$ cat src/design/assert_macros.svh
// Assertion helpers, compiled out with ASSERT_OFF.
`ifndef ASSERT_MACROS_SVH
`define ASSERT_MACROS_SVH

`ifndef ASSERT_OFF

// same-cycle implication, quiet during reset
`define ASSERT_IMPLIES(label, clk, rst_n, ante, cons) \
    label: assert property (@(posedge clk) disable iff (!(rst_n)) (ante) |-> (cons)) \
        else $error("assertion failed: same-cycle implication");

// next-cycle implication, quiet during reset
`define ASSERT_NEXT(label, clk, rst_n, ante, cons) \
    label: assert property (@(posedge clk) disable iff (!(rst_n)) (ante) |=> (cons)) \
        else $error("assertion failed: next-cycle implication");

`else

`define ASSERT_IMPLIES(label, clk, rst_n, ante, cons)
`define ASSERT_NEXT(label, clk, rst_n, ante, cons)

`endif

`endif

$ cat src/design/crsdp_pkg.sv
package crsdp_pkg;

    localparam int COLUMN_W          = 10;
    localparam int VALUE_W           = 32;
    localparam int FUNC_W            = 2;
    localparam int SUM_W             = 64;
    localparam int ROW_W             = 16;
    localparam int VECTOR_LENGTH_DEF = 1024;
    localparam int QUEUE_DEPTH       = 4;
    localparam int S_TDATA_W         = 48;
    localparam int M_TDATA_W         = 80;

    typedef enum logic [FUNC_W-1:0] {
        FUNC_LOAD  = 2'd0,
        FUNC_TERM  = 2'd1,
        FUNC_CLOSE = 2'd2
    } t_func;

    // one multiply-accumulate step for the back end
    typedef struct packed {
        logic                      emit;
        logic signed [VALUE_W-1:0] value;
        logic signed [VALUE_W-1:0] x;
    } t_op;

    typedef struct packed {
        logic f_valid;
        logic push;
    } t_front_status;

endpackage

$ cat src/design/crsdp_queue.sv
module crsdp_queue (
    input  logic           i_clk,
    input  logic           i_rst_n,
    input  logic           i_push,
    input  crsdp_pkg::t_op i_op,
    output logic           o_full,
    output logic           o_valid,
    input  logic           i_pop,
    output crsdp_pkg::t_op o_op
);

    localparam int PTR_W = $clog2(crsdp_pkg::QUEUE_DEPTH);
    localparam int CNT_W = PTR_W + 1;

    crsdp_pkg::t_op r_slot [crsdp_pkg::QUEUE_DEPTH];
    logic [PTR_W-1:0] r_wr_ptr, r_rd_ptr;
    logic [CNT_W-1:0] r_count;
    logic             w_push, w_pop;

    assign o_full  = (r_count == CNT_W'(crsdp_pkg::QUEUE_DEPTH));
    assign o_valid = (r_count != '0);
    assign w_push  = i_push && !o_full;
    assign w_pop   = i_pop && o_valid;
    assign o_op    = r_slot[r_rd_ptr];

    always_ff @(posedge i_clk) begin
        if (w_push) begin
            r_slot[r_wr_ptr] <= i_op;
        end
    end

    always_ff @(posedge i_clk) begin
        if (!i_rst_n) begin
            r_wr_ptr <= '0;
            r_rd_ptr <= '0;
            r_count  <= '0;
        end else begin
            if (w_push) begin
                r_wr_ptr <= r_wr_ptr + 1'b1;
            end
            if (w_pop) begin
                r_rd_ptr <= r_rd_ptr + 1'b1;
            end
            case ({w_push, w_pop})
                2'b10:   r_count <= r_count + 1'b1;
                2'b01:   r_count <= r_count - 1'b1;
                default: r_count <= r_count;
            endcase
        end
    end

endmodule

$ cat config.mk
export PLATFORM = sky130hd
export DESIGN_NAME = crsdp_queue
export DESIGN_NICKNAME = d
export VERILOG_FILES = /design/src/design/assert_macros.svh /design/src/design/crsdp_pkg.sv /design/src/design/crsdp_queue.sv
export SDC_FILE = /design/constraint.sdc
export NUM_CORES = 1
export LEC_CHECK = 0
export CAP_MARGIN = 20
export CORE_MARGIN = 10
export CORE_UTILIZATION = 45
export CTS_BUF_LIST = sky130_fd_sc_hd__clkbuf_8
export CTS_CLUSTER_SIZE = 16
export DETAILED_ROUTE_END_ITERATION = 12
export DONT_BUFFER_PORTS = 1
export SLEW_MARGIN = 20
export SYNTH_ARGS = -nofsm -noshare
export SYNTH_HDL_FRONTEND = slang
export SYNTH_SLANG_ARGS = --single-unit
$ cat constraint.sdc
create_clock -name i_clk -period 4.7 [get_ports i_clk]
set_input_delay 0.94 -clock i_clk [delete_from_list [all_inputs] [get_ports i_clk]]
set_output_delay 0.94 -clock i_clk [all_outputs]
set_load 0.02 [all_outputs]
## After elaboration in Yosys (flattened, before gate mapping)

Memory sizes are Yosys's and may differ from the RTL's. A register that Yosys moved wholly into a read port is not among the register bits.
Cells that the tools add are included.

| cells by class | value |
|---|---|
| muxes and demuxes | 5 |
| reductions and logical operators | 5 |
| add/subtract/negate cells | 4 |
| equality and inequality tests | 3 |

Operators by type and width:

| operator | number |
|---|---|
| 3-bit case mux with 2 select lines | 1 |
| 2-bit by 1-bit adder with 2-bit output, second input constant | 2 |
| 2-bit 2-to-1 mux | 2 |
| 3-bit by 1-bit adder with 3-bit output, second input constant | 1 |
| 3-bit equality test, second input constant | 1 |
| 3-bit nonzero test | 1 |
| 3-bit by 1-bit subtractor with 3-bit output, second input constant | 1 |
| 2-bit by 1-bit equality test with 1-bit output, second input constant | 1 |
| 2-bit equality test, second input constant | 1 |
| 1-bit logical AND | 2 |
| 1-bit 2-to-1 mux | 2 |
| 2-bit nonzero test | 1 |
| 1-bit logical NOT | 1 |

| word-level totals | value |
|---|---|
| word-level logic and storage cells | 21 |
| input port bits | 69 |
| output and inout port bits | 67 |
| bits in writable memories | 260 |
| memories kept | 1 |
| flip-flop bits (word level) | 7 |

Memories:

| name | words | bits a word | read ports | clocked after memory_dff | write ports | line | text |
|---|---|---|---|---|---|---|---|
| r_slot | 4 | 65 | 1 | 1 | 1 | crsdp_queue.sv:15 | `crsdp_pkg::t_op r_slot [crsdp_pkg::QUEUE_DEPTH];` |

## Logic depth before layout (Yosys ltp)

| logic depth | value |
|---|---|
| word-level depth | 5 |
| mapped depth | 10 |
| gate-level depth less buffers | 9 |

## Least setup slack after synthesis

No wires, ideal clock.

| timing path | value |
|---|---|
| path type | input to register |
| start point | input port i_push |
| end point | memory r_slot[0][0] (netlist bit) (enable) |
| arrival | 2754 ps |
| path slack | 1516 ps |
| required time | 4270 ps |
| path buffers | 1 |
| cell stages on the path | 3 |
| setup time | 430 ps |
| cell sequence | nor2b_1 -> buf_2 -> and2_1 |

| on the way | value |
|---|---|
| longest elaborated chain between the ends | 3 |

RTL lines:

| what | line | text |
|---|---|---|
| start: declaration | crsdp_queue.sv:4 | `input logic i_push,` |
| 1-bit logical AND | crsdp_queue.sv:22 | `assign w_push = i_push && !o_full;` |
| 1-bit 2-to-1 mux | crsdp_queue.sv:27 | `if (w_push) begin` |
| 1-bit 2-to-1 mux (implied by the code) | crsdp_queue.sv:28 | `r_slot[r_wr_ptr] <= i_op;` |
| end: declaration | crsdp_queue.sv:15 |  |

No other way between the ends.

==> results.md <==
* Worst EP required at about 3.8 ns
* Ys Warns at 0
* Residual DRC at 0
* LEAKAGE at between 0.003 and 0.004 µW
* Vias/cell at between 5 and 6
* FMAX at approximately 300 MHz
* Share of layout cells above drive strength 1 at between 20 and 30%
* Share of the clock period used by the worst path at 72.6%
* Most common cell after layout, fill and taps aside: edfxtp_1
* Finish-stage setup viols at 0
* Nets@finish at 496
* Total grt overflow at 0
* Critical-path cell list: buf_4 -> mux4_2
* Critical-path top delay cell: dfxtp_4
* Clock tree from TritonCTS: built
* Power Density at between 500 and 600 mW/mm²
* Drt pass-1 iters at 4
* Core Util, Final at about half
* Netlist cell types at 23
* Top cell type's share of synthesized area at between 70% and 80%
* Final Critical Period at 3.41 ns
* First-pass GRT wire length at ~27000 µm
* Largest net degree at the start of global routing at 66
* Later-pin clock latency in the skew report at 0.52 ns
* Clock Tree Buf Depth at 3
* Outcome: complete, no violations
* Main area contributors after synthesis: edfxtp_1, mux4_2, dfxtp_1
* Crit path buffers/inverters at 1
* Synthesized area at about 0.0099 mm²
* Die area at 0.0284 mm²
* DPL Wire Length at approximately 11000 µm
* Mean Syn Cell Area at between 20 and 30 µm²
* Synth area leader: edfxtp_1
* Largest delay share family, worst path: flip-flops
* Diodes inserted at 0
* Number of synthesized register bits at around 270
* Routed len/inst at between 20 and 25 µm
* Die Y-Extent at about 170 µm
* Filler cells at around 1700
* R2R cell count at 9
* Post-CTS Resized at 0
* Starting density of the core at between 40% and 50%
* DR vias at between 3000 and 4000
* Post-Route WL at between 15000 and 20000 µm
* Max FO, Critical Path at a little over 40
* Crit-path max cell delay at a little under 0.9 ns
* Post-synthesis sequential area ratio at between 80% and 90%
* Cell row count at 54
* Rel. slew slack at between 30 and 40%
* Die Wd at approximately 170 µm
* Max IR drop VDD at 450 µV
* Initial antenna violation count at 0
* Critical path endpoint category: primary output
* Max Slew Vio Count at 0
* HP Class: flip-flop to flip-flop
* Actual slew at the worst max-slew pin at 1.03 ns
* # port buffers at 0
* RSZ-0062 raised after global routing: no
* Detailed Route Iter0 Violations at roughly 160
* Gr usage total at about an eighth
* WS Path Type: flip-flop to primary output
* Number of post-CTS setup repair buffers at 0
* Hold path depth at 2
* Design area at ~0.011 mm²
* Total CTS buffers at 42
* Syn_nets at roughly 470
* Final setup skew at 0.0128 ns
* Dpl cell area at slightly above 0.01 mm²
* Commonest cells after routing, fill and taps aside: edfxtp_1, mux4_2, clkbuf_8
* Post-Route Setup TNS at 0 ns
* CTS Root Cell: clkbuf_8
* Vias in the first global route at ~4300
* Post-route ant nets at 0
* Final hold viol count at 0
* Post-cts hold buffer count at 0
* Core area at 0.0218 mm²
* Top Ports at about 140
* H-tree levels at 2
* Post-synthesis cell count at approximately 390
* CP Launch Type: flip-flop
* Worst path arrival time at about 2.5 ns
* Clock sink total at approximately 270
* Max-Cap Viols at 0
* Placer Congestion at approximately 0.71
* Synthesis-to-layout area growth at 10.2%
* Critical Path Stages at 2
* Clock-pin slew on the worst setup and hold paths at about 0.060 ns
==> logic make-up after synthesis <==
kind of cell             count (synthesis)  synth area share, %
flip-flops                             269                 80.6
multiplexers                            67                 15.0
XOR/XNOR                                 4                0.353
adder cells (fa/ha/maj)                  6                0.833
AND/OR/NAND/NOR                         18                 1.07
AO/OA/AOI/OAI                            5                0.353
buffers and inverters                   22                 1.86
==> power by group <==
part | internal, µW | switching, µW
sequential | 2900 | 198
clock | 989 | 829
combinational | 493 | 722
==> synthesized netlist by cell type (all sizes together) <==
cell / n
edfxtp: 260
mux4: 65
buf: 14
dfxtp: 9
and2: 7
inv: 6
ha: 5
nand2: 5
nor2b: 3
xnor2: 3
clkbuf: 2
mux2i: 2
o21ai: 2
or3: 2
a21boi: 1
fa: 1
nor3b: 1
o311ai: 1
o31a: 1
xor2: 1
==> layer usage <==
metal	share of wire, %	track usage [%]
met1	36	13.2
met2	51	20.4
met3	11	7.10
met4	1.9	4.31
met5	0	0
==> final timing paths <==
kind / slack (ns) / to / from
max reg2reg: 2.20 / r_count[2] / r_count[2]
min: 0.51 / r_wr_ptr[1] / r_wr_ptr[1]
max: 1.29 / o_op[28] / flip-flop
min reg2reg: 0.51 / r_wr_ptr[1] / r_wr_ptr[1]
==> registers in the layout, summed over array words and instances, names as in the netlist, named ones only <==
name,cells
r_slot,260
r_rd_ptr,2
r_wr_ptr,2
r_count,3
==> area by class of cell <==
| cell class | count | area [µm²] | area share (%) |
|---|---|---|---|
| timing repair buffer | 2 | 15.0 | 0.137 |
| multi-input combinational | 100 | 1750 | 16.0 |
| inverter | 6 | 22.5 | 0.206 |
| sequential | 269 | 8000 | 73.2 |
| clock buffer | 45 | 619 | 5.67 |
| clock inverter | 29 | 166 | 1.52 |
| tap | 280 | 350 | 3.21 |
==> tightest hold or removal path: stages, from the launching register on <==
cell and delay, ns:
dfxtp_1 0.34, nand2_1 0.06, mux2i_1 0.05
==> through the flow <==
stage | cells | worst slack (ns) | hold slack (ns) | total power [µW]
after global routing | 731 | 1.03 | 0.458 | 6440
after floorplan | 391 | 1.52 | 0.468 | 4250
after global placement | 657 | 1.71 | 0.474 | 4400
after detailed placement | 657 | 1.69 | 0.497 | 4430
final | 731 | 1.29 | 0.506 | 6130
after CTS | 731 | 1.11 | 0.465 | 6260
No activity file was read; power rests on OpenSTA's default activity.
