### src/design/assert_macros.svh
// Assertion helpers, compiled out with ASSERT_OFF.
`ifndef ASSERT_MACROS_SVH
`define ASSERT_MACROS_SVH

`ifndef ASSERT_OFF

// same-cycle implication, quiet during reset
`define ASSERT_IMPLIES(label, clk, rst_n, ante, cons) \
    label: assert property (@(posedge clk) disable iff (!(rst_n)) (ante) |-> (cons)) \
        else $error("assertion failed: same-cycle implication");

// next-cycle implication, quiet during reset
`define ASSERT_NEXT(label, clk, rst_n, ante, cons) \
    label: assert property (@(posedge clk) disable iff (!(rst_n)) (ante) |=> (cons)) \
        else $error("assertion failed: next-cycle implication");

`else

`define ASSERT_IMPLIES(label, clk, rst_n, ante, cons)
`define ASSERT_NEXT(label, clk, rst_n, ante, cons)

`endif

`endif

### src/design/crsdp_pkg.sv
package crsdp_pkg;

    localparam int COLUMN_W          = 10;
    localparam int VALUE_W           = 32;
    localparam int FUNC_W            = 2;
    localparam int SUM_W             = 64;
    localparam int ROW_W             = 16;
    localparam int VECTOR_LENGTH_DEF = 1024;
    localparam int QUEUE_DEPTH       = 4;
    localparam int S_TDATA_W         = 48;
    localparam int M_TDATA_W         = 80;

    typedef enum logic [FUNC_W-1:0] {
        FUNC_LOAD  = 2'd0,
        FUNC_TERM  = 2'd1,
        FUNC_CLOSE = 2'd2
    } t_func;

    // one multiply-accumulate step for the back end
    typedef struct packed {
        logic                      emit;
        logic signed [VALUE_W-1:0] value;
        logic signed [VALUE_W-1:0] x;
    } t_op;

    typedef struct packed {
        logic f_valid;
        logic push;
    } t_front_status;

endpackage

### src/design/crsdp_back.sv
module crsdp_back (
    input  logic                                 i_clk,
    input  logic                                 i_rst_n,
    input  logic                                 i_valid,
    output logic                                 o_ready,
    input  crsdp_pkg::t_op                       i_op,
    output logic                                 o_valid,
    input  logic                                 i_ready,
    output logic signed [crsdp_pkg::SUM_W-1:0]   o_row_sum,
    output logic [crsdp_pkg::ROW_W-1:0]          o_row_number,
    output logic                                 o_saturated
);

    localparam logic signed [crsdp_pkg::SUM_W-1:0] SUM_MAX =
        {1'b0, {(crsdp_pkg::SUM_W-1){1'b1}}};
    localparam logic signed [crsdp_pkg::SUM_W-1:0] SUM_MIN =
        {1'b1, {(crsdp_pkg::SUM_W-1){1'b0}}};

    // multiply stage
    logic                                 r_m_valid;
    logic                                 r_m_emit;
    logic signed [crsdp_pkg::SUM_W-1:0]   r_m_prod;
    logic signed [crsdp_pkg::SUM_W-1:0]   w_prod;

    // accumulate state
    logic signed [crsdp_pkg::SUM_W-1:0]   r_sum;
    logic                                 r_ovf;
    logic [crsdp_pkg::ROW_W-1:0]          r_row;

    // output register
    logic                                 r_o_valid;
    logic signed [crsdp_pkg::SUM_W-1:0]   r_o_sum;
    logic [crsdp_pkg::ROW_W-1:0]          r_o_row;
    logic                                 r_o_sat;

    logic                                 w_out_free;
    logic                                 w_a_fire;
    logic                                 w_m_load;
    logic [crsdp_pkg::SUM_W:0]            w_wide;
    logic                                 w_ovf;
    logic signed [crsdp_pkg::SUM_W-1:0]   w_sat_sum;

    assign w_out_free = !r_o_valid || i_ready;
    assign w_a_fire   = r_m_valid && (!r_m_emit || w_out_free);
    assign o_ready    = !r_m_valid || w_a_fire;
    assign w_m_load   = i_valid && o_ready;

    assign w_prod = i_op.value * i_op.x;

    // saturating add: overflow when the two top bits of the wide sum differ
    assign w_wide    = {r_sum[crsdp_pkg::SUM_W-1], r_sum}
                     + {r_m_prod[crsdp_pkg::SUM_W-1], r_m_prod};
    assign w_ovf     = w_wide[crsdp_pkg::SUM_W] != w_wide[crsdp_pkg::SUM_W-1];
    assign w_sat_sum = !w_ovf ? w_wide[crsdp_pkg::SUM_W-1:0]
                     : (w_wide[crsdp_pkg::SUM_W] ? SUM_MIN : SUM_MAX);

    always_ff @(posedge i_clk) begin
        if (w_m_load) begin
            r_m_emit <= i_op.emit;
            r_m_prod <= w_prod;
        end
    end

    always_ff @(posedge i_clk) begin
        if (!i_rst_n) begin
            r_m_valid <= 1'b0;
            r_sum     <= '0;
            r_ovf     <= 1'b0;
            r_row     <= '0;
            r_o_valid <= 1'b0;
        end else begin
            if (w_m_load) begin
                r_m_valid <= 1'b1;
            end else if (w_a_fire) begin
                r_m_valid <= 1'b0;
            end

            if (w_a_fire && r_m_emit) begin
                r_sum     <= '0;
                r_ovf     <= 1'b0;
                r_row     <= r_row + 1'b1;
                r_o_valid <= 1'b1;
            end else begin
                if (w_a_fire) begin
                    r_sum <= w_sat_sum;
                    r_ovf <= r_ovf || w_ovf;
                end
                if (i_ready) begin
                    r_o_valid <= 1'b0;
                end
            end
        end
    end

    always_ff @(posedge i_clk) begin
        if (w_a_fire && r_m_emit) begin
            r_o_sum <= w_sat_sum;
            r_o_row <= r_row;
            r_o_sat <= r_ovf || w_ovf;
        end
    end

    assign o_valid      = r_o_valid;
    assign o_row_sum    = r_o_sum;
    assign o_row_number = r_o_row;
    assign o_saturated  = r_o_sat;

endmodule

### config.mk
export PLATFORM = sky130hd
export DESIGN_NAME = crsdp_back
export DESIGN_NICKNAME = d
export VERILOG_FILES = /design/src/design/assert_macros.svh /design/src/design/crsdp_pkg.sv /design/src/design/crsdp_back.sv
export SDC_FILE = /design/constraint.sdc
export NUM_CORES = 2
export LEC_CHECK = 0
export BUFFER_PORTS_ARGS = -buffer_cell sky130_fd_sc_hd__buf_2
export CORE_UTILIZATION = 50
export DETAILED_ROUTE_END_ITERATION = 12
export HOLD_SLACK_MARGIN = 0.12
export PLACE_DENSITY = 0.69
export SLEW_MARGIN = 20
export SYNTH_ARGS = -nofsm -noshare
export SYNTH_HDL_FRONTEND = slang
export SYNTH_SLANG_ARGS = --single-unit
export TNS_END_PERCENT = 50
### constraint.sdc
create_clock -name i_clk -period 9.1 [get_ports i_clk]
set_input_delay 1.365 -clock i_clk [delete_from_list [all_inputs] [get_ports i_clk]]
set_output_delay 1.365 -clock i_clk [all_outputs]
set_load 0.05 [all_outputs]
=== Word level (Yosys, flattened, before mapping) ===
Index checks and enable logic that the tools add are counted.

* $add $sub $neg: 2
* $mul: 1
* Reductions and logical operators: 13
* Bitwise operators: 1
* Eq/ne operators: 1
* Mux-type cells: 6

{| class="wikitable"
|+ Operators by type and width
! cell !! count
|-
| 64-bit two-way mux || 2
|-
| 64-bit by 64-bit adder with 65-bit output || 1
|-
| 32-bit by 32-bit multiplier with 64-bit output || 1
|-
| 16-bit by 1-bit adder with 16-bit output (second input constant) || 1
|-
| 1-bit logical OR || 4
|-
| 1-bit two-way mux || 4
|-
| 2-bit nonzero test || 2
|-
| 1-bit logical AND || 3
|-
| 1-bit zero test || 3
|-
| 2-bit OR reduction || 1
|-
| 1-bit inequality test || 1
|-
| 1-bit inverter || 1
|}

* Register bits: 229
* Input bits: 69

=== Logic depth before layout (Yosys ltp) ===
* Depth after elaboration: 7
* Mapped depth: 28
* Mapped depth without buffers: 27

=== Worst setup path after synthesis ===
OpenSTA, ideal clock, no wires.

* Path kind: input to register
* From: input port i_op[63] (netlist bit)
* To: register r_m_prod[63] (netlist bit), data pin
* Data arrival time: 8.640 ns
* Path buffers: 2
* Setup time: 0.261 ns
* Stages on the path: 26
* Required time: 8.839 ns
* Setup slack: 0.199 ns
* Cells stage by stage: clkbuf_1 nand2_1 inv_1 fa_1 inv_1 fa_1 inv_1 fa_1 fa_1 inv_1 fa_1 inv_1 fa_1 inv_1 fa_1 inv_1 fa_1 ha_1 clkbuf_1 a21o_1 a211o_1 o22ai_1 a31oi_1 a311oi_1 a2111oi_0 a311o_1

* Word-level cells in the longest chain between the ends: 1

{| class="wikitable"
|+ Ends and longest elaborated chain
! what !! RTL line !! RTL
|-
| start, declared || crsdp_back.sv:6 || <nowiki>input crsdp_pkg::t_op i_op,</nowiki>
|-
| 32-bit by 32-bit multiplier with 64-bit output || crsdp_back.sv:48 || <nowiki>assign w_prod = i_op.value * i_op.x;</nowiki>
|-
| named net w_prod, one bit || crsdp_back.sv:23 || <nowiki>logic signed [crsdp_pkg::SUM_W-1:0] w_prod;</nowiki>
|-
| end signal, assigned || crsdp_back.sv:60 || <nowiki>r_m_prod <= w_prod;</nowiki>
|-
| end, declared || crsdp_back.sv:22 || <nowiki>logic signed [crsdp_pkg::SUM_W-1:0] r_m_prod;</nowiki>
|}

The timed path passes the listed nets, and every way through them passes these cells.
A chain may end at the register's enable or synchronous reset.

=== Worst setup path after layout ===
* From: input port i_op[47] (netlist bit)
* To: register r_m_prod[63] (netlist bit), data pin

Same word-level chain as after synthesis.

==> results.tsv <==
stage	metric	value	unit
floorplanning	dieHeight	311.6	um
grt	antenna_found_initial	6	
drt	drt_first_pass_iters	5	
placed_design	gp_congestion	0.9397	
drt	vias	34680	
timing	slew_viol_final	0	
placed_design	dpl_cell_area	50810	um^2
worst_setup_path	max_stage_delay	0.56	ns
clock_tree	cts_hold_buffers	0	
timing	finClkSkew	0.02878	ns
grt	grt_max_degree	66	
worst_hold_path	hold_class	register to register	
synthesis	synth_ff_type	edfxtp_1	
placed_design	port_buffers	151	
clock_tree	tritoncts	done	
clock_tree	cts_buffer_depth	3	
drt	wl_per_cell	19.63	um
worst_setup_path	crit_path_start_kind	primary input	
timing	finalHoldViolCount	0	
worst_setup_path	critPathMaxFanout	17	
synthesis	synthTopCellsByArea	fa_1 45%, edfxtp_1 9.1%, inv_1 7.6%	
timing	fmax	0.1147	GHz
worst_setup_path	r2r_slack	4.30	ns
floorplanning	pin_count	152	
drt	routed_via_density	5.406	
floorplanning	die_area	97080	um^2
synthesis	syn-num-nets	6427	
clock_tree	clk_pin_slew	0.06	ns
grt	grt.total_usage	0.2669	
flow_run	cap_violations	0	
clock_tree	cts_num_sinks	229	
worst_setup_path	required	9.36	ns
grt	grt_pass1_wl	203.7	mm
layout	seq_area	6046	um^2
layout	drive_gt1_frac	0.07827	
worst_setup_path	path_class	primary input to register	
synthesis	synth-seq-cells	229	
synthesis	yosys.area.top_type	fa_1	
worst_setup_path	arrival	8.98	ns
synthesis	yosysMostFrequentCell	fa_1	
synthesis	synth_edf_count	146	
floorplanning	row_count	113	
layout	design_area	51700	um^2
worst_setup_path	critPathBufInv	4	
worst_hold_path	hp-start	r_sum[21]$_SDFFE_PP0P_	
synthesis	ys_async_sr_fraction	0	
drt	drc	0	
timing	finalWorstSetupSlack	0.3816	ns
drt	final_antenna_net_count	0	
synthesis	yosysUniqueCellTypes	78	
worst_setup_path	worstPathCellList	buf_2 -> buf_4 -> and2_1 -> fa_1 -> fa_1 -> inv_1 -> fa_1 -> fa_1 -> inv_1 -> fa_1 -> fa_1 -> fa_1 -> fa_1 -> ha_1 -> nand2_1 -> nor4_1 -> a221oi_1 -> o21ai_0 -> o21ai_1 -> a31oi_1 -> a311oi_2 -> a211o_1 -> a311o_1	
grt	grt_overflow_total	0	
synthesis	synth_cells	5026	
worst_setup_path	crit_cells	23	
synthesis	ys_seq_area_frac	0.1262	
worst_setup_path	r2r-start	r_m_prod[0]$_DFFE_PP_	
layout	nFillCells	8601	
clock_tree	htreeDepth	1	
grt	grt_pass1_vias	37300	
synthesis	netlist_area	47920	um^2
floorplanning	core	95010	um^2
worst_setup_path	endpoint	r_m_prod[63]$_DFFE_PP_	
placed_design	place_ws	-0.2055	ns
worst_setup_path	path_common_cell	fa_1	
timing	fin_crit_sh	0.9581	
layout	multi_input_area	37250	um^2
clock_tree	root_buffer	clkbuf_16	
timing	tightest_slew	0.8788	ns
worst_setup_path	reg2reg_depth	14	
drt	drt_iter0_drc	2523	
synthesis	synth_warnings	0	
floorplanning	fp.dieW	311.6	um
clock_tree	cts_buffers	24	
layout	areaGrowthSynthToFinish	7.888	%
timing	slew_headroom	0.4142	
timing	hold_slack	0.4515	ns
clock_tree	insertion_delay	0.54	ns
timing	period_needed	8.718	ns
timing	rsz0062_at_grt	no	
layout	utilization	0.5441	
worst_setup_path	cp-end-kind	register	
synthesis	syn_area_per_cell	9.534	um^2
worst_setup_path	rr_endpoint	r_sum[36]$_SDFFE_PP0P_	
floorplanning	start_util	0.5043	
drt	wirelength	125.9	mm
placed_design	dp_hpwl	105.8	mm
worst_setup_path	crit_start	i_op[47]	
timing	setup_viol	0	
worst_setup_path	path_delay_family	adder cells	
layout	nNetsFinal	6532	
worst_setup_path	slowest_stage	fa_1	
run_status	status	completed	
synthesis	synth_top_area_frac	0.4525	
synthesis	synth_commonest_cells	1083 x fa_1, 975 x inv_1, 661 x nand2_1, 532 x and2_1, 249 x ha_1	
-- registers in the layout (all words and copies together), names as in the netlist --
name,count
r_sum,64
o_row_sum,64
r_m_valid,1
o_saturated,1
r_m_emit,1
o_valid,1
r_row,16
r_ovf,1
r_m_prod,64
o_row_number,16
-- worst reg2reg max path, delay by kind of cell (launching register included) --
family,cells,cell delay (ns)
buffers and inverters,2,0.59
and+or+nand+nor,4,1.13
AOI/OAI and AO/OA,6,2.05
DFF,1,0.43
adders and majority gates,2,0.45
-- worst min-delay path by stage --
stage                                       endpoint  slack (ns)  depth (start not counted)
after floorplan           o_row_number[15]$_DFFE_PP_        0.43                          0
after global placement    o_row_number[15]$_DFFE_PP_        0.44                          0
after detailed placement  o_row_number[15]$_DFFE_PP_        0.44                          0
after CTS                     r_sum[21]$_SDFFE_PP0P_        0.45                          2
after global routing          r_sum[18]$_SDFFE_PP0P_        0.47                          2
final                         r_sum[21]$_SDFFE_PP0P_        0.45                          2
-- cell usage in the layout, fill, tap and decap left out, drive strengths merged, types with 6 or more instances in the layout --
cell type / instances
o22ai: 7
nor2b: 17
edfxtp: 146
nand3: 34
o31ai: 7
inv: 976
buf: 337
a21o: 57
a31oi: 18
and3: 22
xnor2: 85
nor3b: 6
a2111oi: 8
a211o: 9
nand4: 27
o21a: 13
nor2: 126
a211oi: 18
a221oi: 7
nor3: 19
nand2: 662
clkbuf: 31
maj3: 19
and2: 532
a21oi: 189
o211ai: 15
ha: 249
clkinv: 8
a32o: 9
nand2b: 20
fa: 1083
o21bai: 26
xor2: 47
a21boi: 12
nor4: 8
dfxtp: 83
o21ai: 138
-- per-layer routing --
layer  global-route usage  vias to the layer above  routed length, um
met4              0.05905                        8               2636
met1               0.3725                    17650              54230
met5                    0                        -                 54
met2               0.4230                     1319              57020
li1                     -                    15530                  -
met3              0.06455                      168              12010
-- metrics by stage --
stage | instances | setup TNS (ns)
floorplan | 5026 | 0
global placement | 6370 | -0.06797
detailed placement | 6370 | -0.3699
CTS | 6414 | 0
global route | 6415 | 0
finish | 6415 | 0
-- final cells by class --
cell class	count	area share
Antenna cell	1	0.00004841
Multi-Input combinational cell	3561	0.7205
Timing Repair Buffer	338	0.04400
Sequential cell	229	0.1169
Clock buffer	30	0.01285
Inverter	977	0.07096
Clock inverter	14	0.004042
Tap cell	1265	0.03062
-- cell families (layout without fill, tap and decap cells) --
kind of cell | count (synthesis) | in the layout | synth area share
simple gates | 1496 | 1496 | 0.1541
fa+ha+maj | 1351 | 1351 | 0.5215
buf+inv | 1236 | 1359 | 0.09727
compound gates | 576 | 576 | 0.07562
flops | 229 | 229 | 0.1262
xor+xnor | 132 | 132 | 0.02413
mux | 6 | 6 | 0.001279
other cells | 0 | 1 | 0
-- repair_timing --
action / in CTS / in global routing
setup endpoints to repair: 0 / 1
resized for setup: 0 / 2
setup buffers: 0 / 0
Power is not shown: default switching activity piles up to over one toggle a cycle in this logic, so the estimate is an artifact.
